==> src/rtl/core/sle_pkg.sv <==
// Shared constants, codes and the cell command type of the list engine.
package sle_pkg;

  // list capacity and derived widths
  localparam int DEPTH  = 64;
  localparam int IDX_W  = (DEPTH > 1) ? $clog2(DEPTH) : 1;
  localparam int LEN_W  = $clog2(DEPTH + 1);
  localparam int POS_W  = 7;
  localparam int CMP_W  = (LEN_W > POS_W) ? LEN_W : POS_W;
  localparam int DATA_W = 32;
  localparam int FUNC_W = 3;
  localparam int STAT_W = 3;

  // request codes
  localparam logic [FUNC_W-1:0] FN_GET    = 3'd0;
  localparam logic [FUNC_W-1:0] FN_LOCATE = 3'd1;
  localparam logic [FUNC_W-1:0] FN_PRIOR  = 3'd2;
  localparam logic [FUNC_W-1:0] FN_NEXT   = 3'd3;
  localparam logic [FUNC_W-1:0] FN_INSERT = 3'd4;
  localparam logic [FUNC_W-1:0] FN_DELETE = 3'd5;

  // status codes
  localparam logic [STAT_W-1:0] ST_OK        = 3'd0;
  localparam logic [STAT_W-1:0] ST_BAD_POS   = 3'd1;
  localparam logic [STAT_W-1:0] ST_NOT_FOUND = 3'd2;
  localparam logic [STAT_W-1:0] ST_NO_PRIOR  = 3'd3;
  localparam logic [STAT_W-1:0] ST_NO_NEXT   = 3'd4;
  localparam logic [STAT_W-1:0] ST_FULL      = 3'd5;

  // cell operations
  localparam logic [1:0] CELL_HOLD = 2'd0;
  localparam logic [1:0] CELL_ROT  = 2'd1;
  localparam logic [1:0] CELL_INS  = 2'd2;
  localparam logic [1:0] CELL_DEL  = 2'd3;

  // command broadcast to every cell
  typedef struct packed {
    logic [1:0]        op;
    logic [CMP_W-1:0]  pos_m1;
    logic [DATA_W-1:0] val;
  } sle_cmd_t;

endpackage

==> src/rtl/core/sle_cell.sv <==
// One list cell: holds one element and moves it to or from its neighbours.
module sle_cell
  import sle_pkg::*;
(
  input  logic              clk,
  input  logic [IDX_W-1:0]  cell_idx,
  input  sle_cmd_t          cmd,
  input  logic [DATA_W-1:0] left_data,
  input  logic [DATA_W-1:0] right_data,
  output logic [DATA_W-1:0] data
);

  logic [DATA_W-1:0] data_r;
  logic [DATA_W-1:0] data_nxt;
  logic [CMP_W-1:0]  idx_x;

  assign idx_x = CMP_W'(cell_idx);

  // pick the next element: rotate and delete pull from the right, insert from the left or takes the new value
  always_comb begin
    data_nxt = data_r;
    unique case (cmd.op)
      CELL_HOLD: data_nxt = data_r;
      CELL_ROT:  data_nxt = right_data;
      CELL_INS: begin
        if (idx_x == cmd.pos_m1) begin
          data_nxt = cmd.val;
        end else if (idx_x > cmd.pos_m1) begin
          data_nxt = left_data;
        end
      end
      CELL_DEL: begin
        if (idx_x >= cmd.pos_m1) begin
          data_nxt = right_data;
        end
      end
    endcase
  end

  always_ff @(posedge clk) begin
    data_r <= data_nxt;
  end

  assign data = data_r;

endmodule

==> src/rtl/core/sle_ctrl.sv <==
// Request decode, length count, head-cell scan and result register.
module sle_ctrl
  import sle_pkg::*;
(
  input  logic                     clk,
  input  logic                     rst_n,
  input  logic                     start,
  input  logic [FUNC_W-1:0]        in_func,
  input  logic [POS_W-1:0]         in_position,
  input  logic signed [DATA_W-1:0] in_value,
  output logic                     busy,
  input  logic [DATA_W-1:0]        head_data,
  output sle_cmd_t                 cell_cmd,
  output logic                     out_strobe,
  output logic signed [DATA_W-1:0] out_result_value,
  output logic [POS_W-1:0]         out_result_position,
  output logic [STAT_W-1:0]        out_status,
  output logic [POS_W-1:0]         out_list_count,
  output logic                     out_is_empty
);

  localparam logic [0:0] S_IDLE = 1'b0;
  localparam logic [0:0] S_SCAN = 1'b1;

  logic [0:0]        state_r;
  logic [LEN_W-1:0]  len_r;
  logic [FUNC_W-1:0] func_r;
  logic [CMP_W-1:0]  pos_m1_r;
  logic [DATA_W-1:0] val_r;
  logic [IDX_W-1:0]  t_r;
  logic              found_r;
  logic [IDX_W-1:0]  idx_r;
  logic [DATA_W-1:0] resv_r;
  logic [DATA_W-1:0] prev_r;

  logic              strobe_r;
  logic [DATA_W-1:0] rv_r;
  logic [POS_W-1:0]  rp_r;
  logic [STAT_W-1:0] st_r;
  logic [POS_W-1:0]  cnt_r;
  logic              empty_r;

  logic              accept;
  logic [CMP_W-1:0]  posx;
  logic [CMP_W-1:0]  lenx;
  logic              pos_in_list;
  logic              ins_pos_ok;
  logic              full;
  logic              go_scan;
  logic [STAT_W-1:0] imm_status;
  logic [LEN_W-1:0]  len_nxt;
  logic [1:0]        imm_op;

  logic [CMP_W-1:0]  tx;
  logic              in_list;
  logic              match_now;
  logic [CMP_W-1:0]  idx_p1;
  logic              found_nxt;
  logic [IDX_W-1:0]  idx_nxt;
  logic [DATA_W-1:0] resv_nxt;
  logic [CMP_W-1:0]  fin_idx_p1;
  logic              scan_last;
  logic [DATA_W-1:0] fin_value;
  logic [POS_W-1:0]  fin_position;
  logic [STAT_W-1:0] fin_status;

  assign accept      = start && (state_r == S_IDLE);
  assign busy        = (state_r == S_SCAN);
  assign posx        = CMP_W'(in_position);
  assign lenx        = CMP_W'(len_r);
  assign pos_in_list = (posx != '0) && (posx <= lenx);
  assign ins_pos_ok  = (posx != '0) && (posx <= lenx + CMP_W'(1));
  assign full        = (len_r == LEN_W'(DEPTH));

  // decode a fresh request: finish at once or go scan the ring
  always_comb begin
    go_scan    = 1'b0;
    imm_status = ST_OK;
    len_nxt    = len_r;
    imm_op     = CELL_HOLD;
    unique case (in_func)
      FN_GET: begin
        if (pos_in_list) go_scan = 1'b1;
        else imm_status = ST_BAD_POS;
      end
      FN_LOCATE, FN_PRIOR, FN_NEXT: begin
        if (len_r == '0) imm_status = ST_NOT_FOUND;
        else go_scan = 1'b1;
      end
      FN_INSERT: begin
        if (full) begin
          imm_status = ST_FULL;
        end else if (!ins_pos_ok) begin
          imm_status = ST_BAD_POS;
        end else begin
          imm_op  = CELL_INS;
          len_nxt = len_r + LEN_W'(1);
        end
      end
      FN_DELETE: begin
        if (!pos_in_list) begin
          imm_status = ST_BAD_POS;
        end else begin
          imm_op  = CELL_DEL;
          len_nxt = len_r - LEN_W'(1);
        end
      end
      default: ;
    endcase
  end

  // drive the cell row: rotate while scanning, shift on an accepted edit
  always_comb begin
    cell_cmd.pos_m1 = posx - CMP_W'(1);
    cell_cmd.val    = in_value;
    if (state_r == S_SCAN) begin
      cell_cmd.op = CELL_ROT;
    end else if (accept) begin
      cell_cmd.op = imm_op;
    end else begin
      cell_cmd.op = CELL_HOLD;
    end
  end

  // one scan step: the head cell holds element t_r
  assign tx        = CMP_W'(t_r);
  assign in_list   = (tx < lenx);
  assign match_now = in_list && !found_r && (head_data == val_r);
  assign idx_p1    = CMP_W'(idx_r) + CMP_W'(1);
  assign found_nxt = found_r || match_now;
  assign idx_nxt   = match_now ? t_r : idx_r;
  assign scan_last = (t_r == IDX_W'(DEPTH - 1));

  always_comb begin
    resv_nxt = resv_r;
    unique case (func_r)
      FN_GET: begin
        if (tx == pos_m1_r) resv_nxt = head_data;
      end
      FN_PRIOR: begin
        if (match_now && (t_r != '0)) resv_nxt = prev_r;
      end
      FN_NEXT: begin
        if (found_r && in_list && (tx == idx_p1)) resv_nxt = head_data;
      end
      default: ;
    endcase
  end

  // result of a finished scan
  assign fin_idx_p1 = CMP_W'(idx_nxt) + CMP_W'(1);

  always_comb begin
    fin_value    = '0;
    fin_position = '0;
    fin_status   = ST_OK;
    unique case (func_r)
      FN_GET: fin_value = resv_nxt;
      FN_LOCATE: begin
        if (found_nxt) fin_position = POS_W'(fin_idx_p1);
        else fin_status = ST_NOT_FOUND;
      end
      FN_PRIOR: begin
        if (!found_nxt) fin_status = ST_NOT_FOUND;
        else if (idx_nxt == '0) fin_status = ST_NO_PRIOR;
        else fin_value = resv_nxt;
      end
      FN_NEXT: begin
        if (!found_nxt) fin_status = ST_NOT_FOUND;
        else if (fin_idx_p1 == lenx) fin_status = ST_NO_NEXT;
        else fin_value = resv_nxt;
      end
      default: ;
    endcase
  end

  // sequence requests and hold the result beat for one cycle
  always_ff @(posedge clk) begin
    if (!rst_n) begin
      state_r  <= S_IDLE;
      len_r    <= '0;
      strobe_r <= 1'b0;
      t_r      <= '0;
      found_r  <= 1'b0;
      idx_r    <= '0;
    end else begin
      strobe_r <= 1'b0;
      unique case (state_r)
        S_IDLE: begin
          if (start) begin
            func_r   <= in_func;
            pos_m1_r <= posx - CMP_W'(1);
            val_r    <= in_value;
            t_r      <= '0;
            found_r  <= 1'b0;
            idx_r    <= '0;
            resv_r   <= '0;
            if (go_scan) begin
              state_r <= S_SCAN;
            end else begin
              len_r    <= len_nxt;
              rv_r     <= '0;
              rp_r     <= '0;
              st_r     <= imm_status;
              cnt_r    <= POS_W'(len_nxt);
              empty_r  <= (len_nxt == '0);
              strobe_r <= 1'b1;
            end
          end
        end
        S_SCAN: begin
          t_r     <= t_r + IDX_W'(1);
          found_r <= found_nxt;
          idx_r   <= idx_nxt;
          resv_r  <= resv_nxt;
          prev_r  <= head_data;
          if (scan_last) begin
            state_r  <= S_IDLE;
            rv_r     <= fin_value;
            rp_r     <= fin_position;
            st_r     <= fin_status;
            cnt_r    <= POS_W'(len_r);
            empty_r  <= (len_r == '0);
            strobe_r <= 1'b1;
          end
        end
      endcase
    end
  end

  assign out_strobe          = strobe_r;
  assign out_result_value    = rv_r;
  assign out_result_position = rp_r;
  assign out_status          = st_r;
  assign out_list_count      = cnt_r;
  assign out_is_empty        = empty_r;

endmodule

==> src/rtl/core/sequential_list_engine.sv <==
// Top level of the list engine: a ring of element cells and its controller.
//
//  channel  | ports                                            | handshake
//  ---------+--------------------------------------------------+------------------------
//  request  | in_func, in_position, in_value                   | start high, busy low
//  result   | out_result_value, out_result_position,           | out_strobe, one cycle
//           | out_status, out_list_count, out_is_empty         |
//
//  Insert, delete, failed and ignored requests take one cycle: the result beat
//  follows the accepting edge, and the next request may be taken in that cycle.
//  Get, locate, prior and next rotate the cell ring once round (busy high) while
//  the head cell is compared; the result beat follows the last rotation step.
//  Synchronous active-low reset empties the list; cell contents are left as they are.
//  The receiver cannot stall: each result beat is shown for exactly one cycle.
module sequential_list_engine
  import sle_pkg::*;
(
  input  logic                     clk,
  input  logic                     rst_n,
  input  logic                     start,
  output logic                     busy,
  input  logic [FUNC_W-1:0]        in_func,
  input  logic [POS_W-1:0]         in_position,
  input  logic signed [DATA_W-1:0] in_value,
  output logic                     out_strobe,
  output logic signed [DATA_W-1:0] out_result_value,
  output logic [POS_W-1:0]         out_result_position,
  output logic [STAT_W-1:0]        out_status,
  output logic [POS_W-1:0]         out_list_count,
  output logic                     out_is_empty
);

  sle_cmd_t          cell_cmd;
  logic [DATA_W-1:0] cell_q [DEPTH];

  // controller
  sle_ctrl u_ctrl (
    .clk                 (clk),
    .rst_n               (rst_n),
    .start               (start),
    .in_func             (in_func),
    .in_position         (in_position),
    .in_value            (in_value),
    .busy                (busy),
    .head_data           (cell_q[0]),
    .cell_cmd            (cell_cmd),
    .out_strobe          (out_strobe),
    .out_result_value    (out_result_value),
    .out_result_position (out_result_position),
    .out_status          (out_status),
    .out_list_count      (out_list_count),
    .out_is_empty        (out_is_empty)
  );

  // ring of cells: each sees both neighbours, the ends wrap round
  for (genvar i = 0; i < DEPTH; i++) begin : g_cell
    sle_cell u_cell (
      .clk        (clk),
      .cell_idx   (IDX_W'(i)),
      .cmd        (cell_cmd),
      .left_data  (cell_q[(i + DEPTH - 1) % DEPTH]),
      .right_data (cell_q[(i + 1) % DEPTH]),
      .data       (cell_q[i])
    );
  end

endmodule

==> config.mk <==
export PLATFORM = sky130hd
export DESIGN_NAME = sequential_list_engine
export DESIGN_NICKNAME = d
export VERILOG_FILES = /design/src/rtl/core/sle_pkg.sv /design/src/rtl/core/sle_cell.sv /design/src/rtl/core/sle_ctrl.sv /design/src/rtl/core/sequential_list_engine.sv
export SDC_FILE = /design/constraint.sdc
export NUM_CORES = 2
export LEC_CHECK = 0
export ABC_AREA = 1
export CAP_MARGIN = 20
export CORE_MARGIN = 4
export CORE_UTILIZATION = 35
export CTS_CLUSTER_DIAMETER = 40
export CTS_CLUSTER_SIZE = 14
export DETAILED_ROUTE_END_ITERATION = 8
export DONT_BUFFER_PORTS = 1
export PLACE_DENSITY = 0.47
export SYNTH_ARGS = -nofsm -noshare
export SYNTH_HDL_FRONTEND = slang
export SYNTH_SLANG_ARGS = --single-unit
==> constraint.sdc <==
create_clock -name clk -period 12 [get_ports clk]
set_clock_uncertainty 0.15 [all_clocks]
set_input_delay 2.4 -clock clk [delete_from_list [all_inputs] [get_ports clk]]
set_output_delay 2.4 -clock clk [all_outputs]
set_load 0.02 [all_outputs]
Yosys cells after proc, flatten, opt, wreduce, memory -nomap -nowiden. Index checks and enable logic that the tools add are counted.

RAM bits: 0. Register bits after elaboration: 2226. Word-level logic and storage cells: 848. Output and inout bits: 52. Memory bits (read-only): 0. Memories: 0. Bits in latches: 0. Bits of input ports: 45.

Multiplexer cells: 327. $add $sub $neg: 6. Reductions and logical operators: 90. Multipliers: 0. Div/mod/pow operators: 0. Bitwise operators: 3. Equality and inequality tests: 211. Shift-type cells: 0. $lt $le $gt $ge: 131.

Operators by type and width (number): $mux 32 (203); $pmux 32 s3 (66); $eq 6x7->1 const A (32); $ge 6x7->1 const A (32); $gt 6x7->1 const A (32); $reduce_and 3->1 (66); $ne 3x1->1 const B (64); $ne 2x1->1 const B (64); $pmux 32 s2 (2); $eq 5x7->1 const A (16); $ge 5x7->1 const A (16); $gt 5x7->1 const A (16); $mux 7 (11); $eq 4x7->1 const A (8); $ge 4x7->1 const A (8); $gt 4x7->1 const A (8); $pmux 7 s2 (3); $eq 32x32->1 (1); $eq 3x7->1 const A (4); $ge 3x7->1 const A (4); $gt 3x7->1 const A (4); $pmux 6 s2 (2); $logic_not 7->1 (3); $mux 3 (7); other kinds (42) (96).

Logic depth before layout (Yosys ltp).
Depth after elaboration: 11. Depth in mapped cells: 28. Depth with buffers taken out: 26.

By module. From an unflattened synthesis, not the netlist that was laid out.

Cells, all modules: 18795. Area, all modules: 139332.4 sq um.

By module, submodules not included: sle_cell (seq. area each 960.9 sq um, area an instance 2016.9 sq um, cells an instance 276, times used 64); sle_ctrl (seq. area each 5124.9 sq um, area an instance 10241.1 sq um, cells an instance 1129, times used 1); sequential_list_engine (seq. area each 0.0 sq um, area an instance 7.5 sq um, cells an instance 2, times used 1).

Worst setup path before layout. Ideal clock, no wire load.

Path kind: input -> register. Start: input in_position[2]. End: register g_cell[40].u_cell.data_r[0], enable pin. Arrival: 6.624 ns. Stages on the path: 15. Buffers on the path: 1. Setup time: 0.466 ns. Path slack: 4.761 ns. Path through: ha_1 > nand2_1 > nor2_1 > a211oi_1 > o21ai_1 > o41ai_1 > nand2_1 > inv_2 > nand2_1 > a21oi_4 > inv_1 > nand2_1 > clkinv_1 > clkbuf_1 > o21ai_0.

Longest elaborated chain between the ends: 10. Elaborated cells between the ends (all ways): 22.

RTL lines: from (decl) (RTL line sequential_list_engine.sv:23) `input logic [POS_W-1:0] in_position,`; $le 7x7->1 / $reduce_bool 7->1 (equally long branches) (RTL line sle_ctrl.sv:72, sle_ctrl.sv:71); $logic_and 1x1->1 (RTL line sle_ctrl.sv:72) `assign ins_pos_ok = (posx != '0) && (posx <= lenx + CMP_W'(1));`; $mux 2 (RTL line sle_ctrl.sv:93) `end else if (!ins_pos_ok) begin`; $mux 2 (RTL line sle_ctrl.sv:91) `if (full) begin`; $pmux 2 s2 (RTL line sle_ctrl.sv:81) `unique case (in_func)`; $mux 2 (RTL line sle_ctrl.sv:118) `end else if (accept) begin`; $mux 2 (RTL line sle_ctrl.sv:116) `if (state_r == S_SCAN) begin`; $eq 2x2->1 / $logic_not 2->1 (equally long branches) (RTL line sle_cell.sv:22) `unique case (cmd.op)`; $ne 3x1->1 (no line), or another cell as far along; $reduce_and 3->1 (no line) *; to (signal assigned) (RTL line sle_cell.sv:41) `data_r <= data_nxt;`; to (decl) (RTL line sle_cell.sv:13) `logic [DATA_W-1:0] data_r;`.

Mark *: on every way between the ends. The rest lies on a longest branch, timed or not. A chain may end at the register's enable or synchronous reset.

Worst setup path after layout.
Start: input in_position[0]. End: register g_cell[6].u_cell.data_r[9], enable pin.

Longest elaborated chain between the ends: 10. Elaborated cells between the ends (all ways): 22.

RTL lines (RTL line): $le 7x7->1 / $reduce_bool 7->1 (equally long branches) (sle_ctrl.sv:72, sle_ctrl.sv:71); $logic_and 1x1->1 (sle_ctrl.sv:72); $mux 2 (sle_ctrl.sv:93); $mux 2 (sle_ctrl.sv:91); $pmux 2 s2 (sle_ctrl.sv:81); $mux 2 (sle_ctrl.sv:118); $mux 2 (sle_ctrl.sv:116); $eq 2x2->1 / $logic_not 2->1 (equally long branches) (sle_cell.sv:22); $ne 3x1->1 (no line), or another cell as far along; $reduce_and 3->1 (no line) *; to (signal assigned) (sle_cell.sv:41); to (decl) (sle_cell.sv:13).

Marked as above.

==> results.md <==
* Number of buffers inserted during clock tree synthesis at 445
* Outcome: complete, no violations
* Total iterations of the first detailed-routing run at 6
* Final slew viol count at 0
* End point of the critical path: g_cell[6].u_cell.data[9]
* Rows at roughly 210
* Synth cell count leaders: nand2_1, o21ai_0, edfxtp_1
* Power density normalized to cell area at between 150 and 200 nW/um^2
* Total Power at roughly 26 mW
* Area share of the largest cell type after synthesis at 56.1%
* Top achievable clock speed at 0.143 GHz
* Cell at the root of the clock tree: clkbuf_16
* Number of port buffers at 0
* Type of element capturing the critical path: register
* Max-slew headroom at 18.4%
* Data arrival time of the critical path at 7400 ps
* Synth top area cells: edfxtp_1, nand2_1, o21ai_0
* Register-to-register setup slack at 5240 ps
* Number of global-route vias before repair at roughly 96000
* Final setup viols at 0
* Count of endpoints failing hold in the final timing report at 0
* Iter 0 DRT Violations at around 12000
* Sum of negative setup slack at 0 ps
* Residual DRC count at 0
* Detailed placer's ending HPWL at 290000 um
* Average wire per cell in the routed design at between 20 and 30 um
* Commonest register cell after synthesis: edfxtp_1
* Clock latency at the later pin of the worst-skew pair at 970 ps
* Starting density of the core at 35.2%
* Launch instance of the worst register-to-register path: u_ctrl.len_r[3]
* Routability Congestion at 1.02
* Number of distinct library cells after synthesis at 51
* Global-route total usage across every layer at 26.2%
* Deepest level of the CTS H-tree at 5
* Number of enable flip-flop cells after synthesis at 2204
* Post-cts gate resize count at 0
* Vias post-DR at 100840
* Initial antenna violation count at 37
* Fraction of final layout cells with drive strength greater than 1 at 7.71%
* Cells after synthesis at between 10000 and 15000
* Number of hold buffers added after cts at 0
* Core region area at roughly 330000 um^2
* Yosys reg bits at 2226
* RSZ-0062 raised after global routing: no
* Crit start category: input pin
* Shortest clock period the worst path allows after layout at between 6000 and 7000 ps
* Synth warnings at 0
* Required time worst endpoint at 12430 ps
* Final global-route overflow total at 0
* TritonCTS clock tree: built
* Depth of the worst register-to-register path at 21
* Post-CTS setup buffers at 0
* Synthesized netlist net count at 14403
* Static leakage power at approximately 58 nW
* Total Die Area at 346000 um^2
* Syn Std Cell Area at approximately 120000 um^2
* Hold depth at 2
* Library cell occupying the most area in the post-synthesis netlist: edfxtp_1
* Number of filler instances in the final layout at 34293
* Post-DP Area at 121000 um^2
* Nets at 13911
* I/O pin count at 97
* Terminus of the critical flop-to-flop path: g_cell[6].u_cell.data[9]
* Pin slew with the least headroom to its limit at between 1000 and 1500 ps
* Finished layout cell area at 136000 um^2
* Worst-path maximum fanout at 34
* Total number of clock tree sinks at 2226
* Crit Path Class: in2reg
* Remaining number of nets flagged by the antenna check after routing at 0
* Sequential fraction of the synthesis area at 56.5%
* Source of the critical timing path: in_position[0]
* Die Y at about 590 um
* Maximum number of buffers from clock root to sink at 4
* Share of the clock period used by the worst path after layout at 58.1%
* HP Start: g_cell[42].u_cell.data[0]
* Post-DR vias/cell at 5.38
* Worst ir drop on vdd at approximately 0.00013 V
* Syn-to-layout area delta at 15.6%
* Wire length of the first global-routing pass at slightly below 700000 um
* Clock-pin transition on the worst setup and hold timing paths at ~50 ps
* Most frequent cell after synthesis: nand2_1
* Horizontal extent of the die at 588 um
* Min-delay worst type: reg2reg
* Avg Cell Area, Syn at 8.23 um^2
* # Max-Cap Violations at 0
* Maximum number of pins on one net before global-route repair at 197
* Synth async-reset ratio at 0%
* Detailed Route WL at 470000 um
-- how the worst min path moves through the flow --
stage,end
after detailed placement,g_cell[21].u_cell.data[2]
after global placement,g_cell[14].u_cell.data[20]
after CTS,g_cell[44].u_cell.data[8]
final,g_cell[41].u_cell.data[0]
after floorplan,u_ctrl.found_r
after global routing,g_cell[44].u_cell.data[13]
-- registers in the layout (all words and copies together) (netlist names) --
register                    count
u_ctrl.out_result_value        32
u_ctrl.out_status               3
u_ctrl.t_r                      6
u_ctrl.idx_r                    6
g_cell.u_cell.data           2048
u_ctrl.func_r                   3
u_ctrl.out_result_position      7
u_ctrl.pos_m1_r                 7
u_ctrl.prev_r                  32
u_ctrl.out_strobe               1
u_ctrl.busy                     1
u_ctrl.out_list_count           7
u_ctrl.resv_r                  32
u_ctrl.len_r                    7
u_ctrl.out_is_empty             1
u_ctrl.val_r                   32
u_ctrl.found_r                  1
-- cell families after synthesis --
group,after synthesis,synth area share [%]
and+or+nand+nor,7382,23.8
AOI/OAI and AO/OA,3072,13.6
DFF,2226,56.5
buffers and inverters,1594,5.58
adders and majority gates,31,0.329
xor gates and xnor gates,22,0.211
-- layout by cell type (no fill, tap or decap), types with 9 or more instances in the layout --
master,instances
xor2_1,10
bufinv_16,64
nor2_4,15
clkinv_1,85
clkinv_4,26
buf_4,160
nor2_1,442
o21ai_0,2268
nand4_1,27
inv_6,16
a31oi_1,10
nor2_2,11
a31oi_4,11
nand3_1,72
nor3_1,15
o211ai_1,153
xnor2_1,9
nand2_1,6733
ha_1,31
inv_2,43
nand2_4,18
inv_1,387
dfxtp_1,21
clkbuf_1,61
clkinv_2,88
a21oi_2,22
diode_2,37
nand2_2,38
edfxtp_1,2204
clkinvlp_4,38
o21ai_1,152
buf_12,19
clkbuf_16,453
a21oi_1,394
inv_4,29
a41oi_1,20
-- critical path, cell delays in order --
cell,delay [ps]
inv_2,270
ha_1,320
o41ai_1,380
nand2_1,230
inv_2,170
nand2_1,150
a21oi_4,170
buf_4,480
inv_1,440
nand2_1,150
buf_4,350
inv_2,40
buf_4,350
o21ai_2,930
buf_4,440
-- final cells by class --
type	count	area, um^2	area share, %
flip-flops and latches	2226	66600	48.9
repair buffers	181	1600	1.17
diodes	37	92.6	0.0680
well taps	4494	5620	4.13
clock inverters	317	3560	2.61
inverters	474	1870	1.37
multi-input cells	10507	45300	33.3
clock buffers	515	11600	8.50
-- stage by stage --
step | worst slack (ps) | utilization (%) | std cells | hold WS [ps]
detailed placement | 4210 | 36.2 | 17880 | 379
global placement | 4270 | 36.2 | 17880 | 377
global route | 4840 | 40.7 | 18724 | 386
finish | 5030 | 40.7 | 18751 | 369
floorplan | 4760 | - | 14327 | 320
CTS | 5210 | 40.7 | 18712 | 372
-- routing by layer --
metal | vias up | track usage, % | part of all wire (%)
met3 | 882 | 4.17 | 7.2
met2 | 3949 | 40.9 | 45
met5 | - | 0 | 0.011
met1 | 49227 | 35.7 | 43
li1 | 46774 | - | -
met4 | 8 | 11.8 | 4.8
-- where the power goes --
part           internal [mW]  switching [mW]
logic                  0.738            2.10
registers               9.71           0.532
clock network           8.25            4.42
total                   18.7            7.05
Note: power is estimated with default switching activity, not from simulation.
